--- src/sv/pstk_pkg.sv ---
// shared types and constants of the priority stack
`default_nettype none

package pstk_pkg;

  // fixed field widths of the channel words
  localparam int OP_W     = 2;
  localparam int VALUE_W  = 32;
  localparam int LEVEL_W  = 4;
  localparam int COUNT_W  = 9;
  localparam int STATUS_W = 2;

  // number of priority levels a push may name
  localparam int NUM_LEVELS = 16;

  // opcodes
  localparam logic [OP_W-1:0] OP_PUSH  = 2'd0;
  localparam logic [OP_W-1:0] OP_POP   = 2'd1;
  localparam logic [OP_W-1:0] OP_QUERY = 2'd2;

  // status codes
  localparam logic [STATUS_W-1:0] ST_OK         = 2'd0;
  localparam logic [STATUS_W-1:0] ST_LEVEL_HIGH = 2'd1;
  localparam logic [STATUS_W-1:0] ST_POP_EMPTY  = 2'd2;
  localparam logic [STATUS_W-1:0] ST_FULL       = 2'd3;

  // reset value of the max_level register
  localparam logic [LEVEL_W-1:0] MAX_LEVEL_RST = 4'd15;

  // input word
  typedef struct packed {
    logic [OP_W-1:0]    opcode;
    logic [VALUE_W-1:0] value;
    logic [LEVEL_W-1:0] level;
  } in_word_t;

  // result word
  typedef struct packed {
    logic [VALUE_W-1:0]  top_value;
    logic [LEVEL_W-1:0]  top_level;
    logic [COUNT_W-1:0]  count;
    logic                is_empty;
    logic [STATUS_W-1:0] status;
  } out_word_t;

  // command broadcast to every cell
  typedef struct packed {
    logic               push;
    logic               pop;
    logic [LEVEL_W-1:0] level;
  } cell_cmd_t;

  // occupancy and level of one cell as its neighbors see it
  typedef struct packed {
    logic               valid;
    logic [LEVEL_W-1:0] level;
  } cell_state_t;

endpackage

`default_nettype wire

--- src/sv/pstk_cell.sv ---
// one cell of the sorted row: holds one element, shifts with its neighbors
`default_nettype none

module pstk_cell #(
  parameter int VALUE_BITS = 32
) (
  input  wire                       clk,
  input  wire                       rst_n,
  input  wire pstk_pkg::cell_cmd_t  cmd_i,
  input  wire [VALUE_BITS-1:0]      new_value_i,
  input  wire pstk_pkg::cell_state_t prev_i,
  input  wire [VALUE_BITS-1:0]      prev_value_i,
  input  wire                       prev_ins_i,
  input  wire pstk_pkg::cell_state_t next_i,
  input  wire [VALUE_BITS-1:0]      next_value_i,
  output pstk_pkg::cell_state_t     state_o,
  output logic [VALUE_BITS-1:0]     value_o,
  output logic                      ins_o
);

  logic                         valid_r, valid_nxt;
  logic [pstk_pkg::LEVEL_W-1:0] level_r, level_nxt;
  logic [VALUE_BITS-1:0]        value_r, value_nxt;

  // new element belongs at or ahead of this cell: free, or not above its level
  assign ins_o = !valid_r || (level_r <= cmd_i.level);

  // hold, load the new element, or shift from a neighbor
  always_comb begin
    valid_nxt = valid_r;
    level_nxt = level_r;
    value_nxt = value_r;
    if (cmd_i.push) begin
      if (ins_o) begin
        if (prev_ins_i) begin
          valid_nxt = prev_i.valid;
          level_nxt = prev_i.level;
          value_nxt = prev_value_i;
        end else begin
          valid_nxt = 1'b1;
          level_nxt = cmd_i.level;
          value_nxt = new_value_i;
        end
      end
    end else if (cmd_i.pop) begin
      valid_nxt = next_i.valid;
      level_nxt = next_i.level;
      value_nxt = next_value_i;
    end
  end

  // occupancy
  always_ff @(posedge clk) begin
    if (!rst_n) begin
      valid_r <= 1'b0;
    end else begin
      valid_r <= valid_nxt;
    end
  end

  // element payload
  always_ff @(posedge clk) begin
    level_r <= level_nxt;
    value_r <= value_nxt;
  end

  assign state_o.valid = valid_r;
  assign state_o.level = level_r;
  assign value_o       = value_r;

endmodule

`default_nettype wire

--- config.mk ---
export PLATFORM = sky130hd
export DESIGN_NAME = pstk_cell
export DESIGN_NICKNAME = d
export VERILOG_FILES = /design/src/sv/pstk_pkg.sv /design/src/sv/pstk_cell.sv
export SDC_FILE = /design/constraint.sdc
export NUM_CORES = 1
export LEC_CHECK = 0
export ABC_CLOCK_PERIOD_IN_PS = 2300
export BUFFER_PORTS_ARGS = -buffer_cell sky130_fd_sc_hd__clkbuf_2
export CAP_MARGIN = 10
export CORE_MARGIN = 1
export CORE_UTILIZATION = 40
export DETAILED_ROUTE_END_ITERATION = 8
export GPL_ROUTABILITY_DRIVEN = 0
export PLACE_DENSITY = 0.8
export SLEW_MARGIN = 20
export SYNTH_ARGS = -nofsm -noshare
export SYNTH_HDL_FRONTEND = slang
export SYNTH_SLANG_ARGS = --single-unit
--- constraint.sdc ---
create_clock -name clk -period 2.3 [get_ports clk]
set_input_delay 0.345 -clock clk [delete_from_list [all_inputs] [get_ports clk]]
set_output_delay 0.345 -clock clk [all_outputs]
set_load 0.01 [all_outputs]
==> flow_metrics.py <==
metrics = {
    "routing": {
        "dr_total_vias": 1870,
        "drt-total-wl_mm": 4.84,
        "wire_per_inst_um": 12.3,
        "drt-pass1-iter-count": 4,
        "drtIter0Drc": 89,
        "drcViolationCount": 0,
        "routed_via_density": 4.73,
        "drtAntennaViolNets": 0,
    },
    "sta": {
        "worst_slew_pin_slew_ns": 0.467,
        "hold_slack_ns": 0.298,
        "setup_viol": 0,
        "slew_violations": 0,
        "post-route-period-util": 0.871,
        "finalHoldViolCount": 0,
        "fmax_mhz": 499,
        "slew_headroom": 0.689,
        "setup_tns_ns": 0,
        "rsz0062_at_grt": "no",
        "setup_ws_ns": 0.297,
        "clock_skew_ns": 0.00564,
        "min_period_ns": 2.00,
    },
    "clock_tree": {
        "cts_num_sinks": 37,
        "clock_path_buffers": 2,
        "cts_hold_buffers": 0,
        "clk_pin_slew_ns": 0.07,
        "clkLatencyLatePin_ns": 0.28,
        "cts_buffers": 5,
        "cts_tree": "built",
        "root_buffer": "clkbuf_8",
        "cts_setup_buffers": 0,
        "htreeDepth": 2,
        "ctsResizeCount": 0,
    },
    "logic_synthesis": {
        "synthAdderAreaFrac": 0.0248,
        "synth-simple-area-share": 0.0789,
        "seq_area_frac_synth": 0.547,
        "yosysTopAreaCell": "edfxtp_1",
        "synth-xor-area-share": 0,
        "syn_area_per_cell_sq_um": 11.3,
        "synth_area_leaders": "edfxtp_1 (54%), mux2i_1 (18%), a21oi_1 (9.2%)",
        "syn_inst": 178,
        "synth_top_cell_area_share": 0.537,
        "synth.ff_latch_count": 37,
        "synth_warnings": 0,
        "synth_cell_types": 20,
        "synth_mux_area_frac": 0.192,
        "synth_area_sq_mm": 0.00201,
        "synth-compound-area-share": 0.106,
        "synth_top_family_by_area": "multiplexers",
        "synth_fp_nets": 297,
    },
    "place": {
        "portBuffers": 152,
        "place_ws_ns": 0.184,
        "dp_hpwl_mm": 3.79,
    },
    "global_routing": {
        "grtUsageTotal": 0.186,
        "grt_max_degree": 46,
        "grt_pass1_vias": 1743,
        "grt_pass1_wl_mm": 7.43,
        "overflow": 0,
        "antenna_found_initial": 0,
    },
    "worst_setup_path": {
        "worst-setup-path-type": "flop to flop",
        "cp_slowest_stage_delay_ns": 0.47,
        "timing.rr.end": "value_o[27]$_DFFE_PP_",
        "critPathArrivalTime_ns": 1.93,
        "r2r_setup_slack_ns": 0.30,
        "r2r-start": "level_r[1]$_DFFE_PP_",
        "crit_path_end_kind": "flop",
        "crit_buf_inv": 0,
        "critical_path.cell_chain": "ha_1 -> nor2b_1 -> o211ai_1 -> a21o_1 -> mux2_4",
        "crit_family": "multiplexers",
        "startpoint_type": "flop",
        "cp.required_ns": 2.23,
        "crit_fanout": 36,
        "cp_slowest_cell": "mux2_4",
        "reg2reg_depth": 5,
    },
    "final_layout": {
        "final_layout_size_suffix_gt1_frac": 0.494,
        "nFillCells": 432,
        "synthToLayoutAreaGrowth_pct": 43.3,
        "n_antenna_cell": 0,
        "finalNetCount": 446,
    },
    "min_path": {
        "whs_path_depth": 3,
        "hold_end": "valid_r$_SDFFE_PN0P_",
        "min_from": "rst_n",
        "hold_path.class": "primary input to flop",
    },
    "pwr": {
        "finalPower_mw": 1.67,
        "p_leak_nw": 1.47,
        "power.density_mw_per_mm2": 578,
        "ir_drop_v": 0.000271,
    },
    "die": {
        "core_area_sq_mm": 0.00479,
        "fp.dieW_um": 73.0,
        "start_util": 0.421,
        "boundaryPins": 153,
        "die_area_sq_mm": 0.00532,
        "rows": 25,
        "fp.dieH_um": 73.0,
    },
    "run": {
        "drv_cap": 0,
    },
    "outcome": {
        "status": "finished clean",
    },
}
[registers in the layout, summed over array words and instances, names as in the netlist]
register and count:
level_r 4, value_o 32, valid_r 1
[logic make-up (layout without fill, tap and decap cells)]
group / count (synthesis) / in the layout
multiplexers: 38 / 38
buffers and inverters: 17 / 167
flip-flops: 37 / 37
AO/OA/AOI/OAI: 41 / 41
AND/OR/NAND/NOR: 41 / 41
adder cells (fa/ha/maj): 4 / 4
[cells in the final DEF, fill, tap and decap left out, drive strengths merged]
master	synthesis	final
o21ai	1	1
edfxtp	36	36
nor2b	1	1
nand2	3	3
buf	10	3
clkinv	0	3
mux2i	36	36
mux2	2	2
a21o	1	1
clkbuf	3	157
o211ai	1	1
inv	4	4
nor2	36	36
a21oi	37	37
o221ai	1	1
nand4	1	1
dfxtp	1	1
ha	4	4
[worst register-to-register path: stages (launching register included)]
cell and delay (ns):
edfxtp_1 0.40, ha_1 0.29, nor2b_1 0.13, o211ai_1 0.16, a21o_1 0.18, mux2_4 0.47
[synthesized netlist by cell type (all sizes together)]
cell / number
buf: 10
nor2: 36
a21oi: 37
ha: 4
edfxtp: 36
mux2i: 36
a21o: 1
nand2: 3
mux2: 2
inv: 4
o211ai: 1
nand4: 1
o221ai: 1
clkbuf: 3
nor2b: 1
dfxtp: 1
o21ai: 1
[area by class of cell]
class	instances	area [sq um]	area share
multi-input combinational	124	810	0.280
clock inverter	3	12.5	0.00433
clock buffer	5	68.8	0.0238
timing repair buffer	155	796	0.276
sequential	37	1100	0.381
tap	67	83.8	0.0290
inverter	4	15.0	0.00520
[power breakdown]
part	total, mW	internal, mW	switching [mW]
sequential	0.859	0.837	0.0220
clock	0.415	0.204	0.212
combinational	0.396	0.190	0.206
[through the flow]
step / area [sq um] / cells / utilization
CTS: 2890 / 395 / 0.603
finish: 2890 / 395 / 0.603
floorplan: 2010 / 178 / -
global placement: 2810 / 387 / 0.586
detailed placement: 2810 / 387 / 0.586
global route: 2890 / 395 / 0.603
[how the worst max path moves through the flow]
stage,startpoint,to,slack (ns),cells past startpoint
after floorplan,level_r[1]$_DFFE_PP_,level_r[0]$_DFFE_PP_,0.36,5
final,level_r[1]$_DFFE_PP_,value_o[27]$_DFFE_PP_,0.30,5
after detailed placement,cmd_i[1],value_o[17]$_DFFE_PP_,0.18,7
after CTS,level_r[1]$_DFFE_PP_,value_o[22]$_DFFE_PP_,0.27,5
after global routing,level_r[1]$_DFFE_PP_,value_o[11]$_DFFE_PP_,0.18,5
after global placement,cmd_i[1],value_o[18]$_DFFE_PP_,0.25,7
[metal layers]
metal	share of wire	global-route usage
met5	0	0
met1	0.39	0.200
met2	0.52	0.333
met3	0.074	0.0677
met4	0.015	0.0675
No activity file was read; power rests on OpenSTA's default activity.
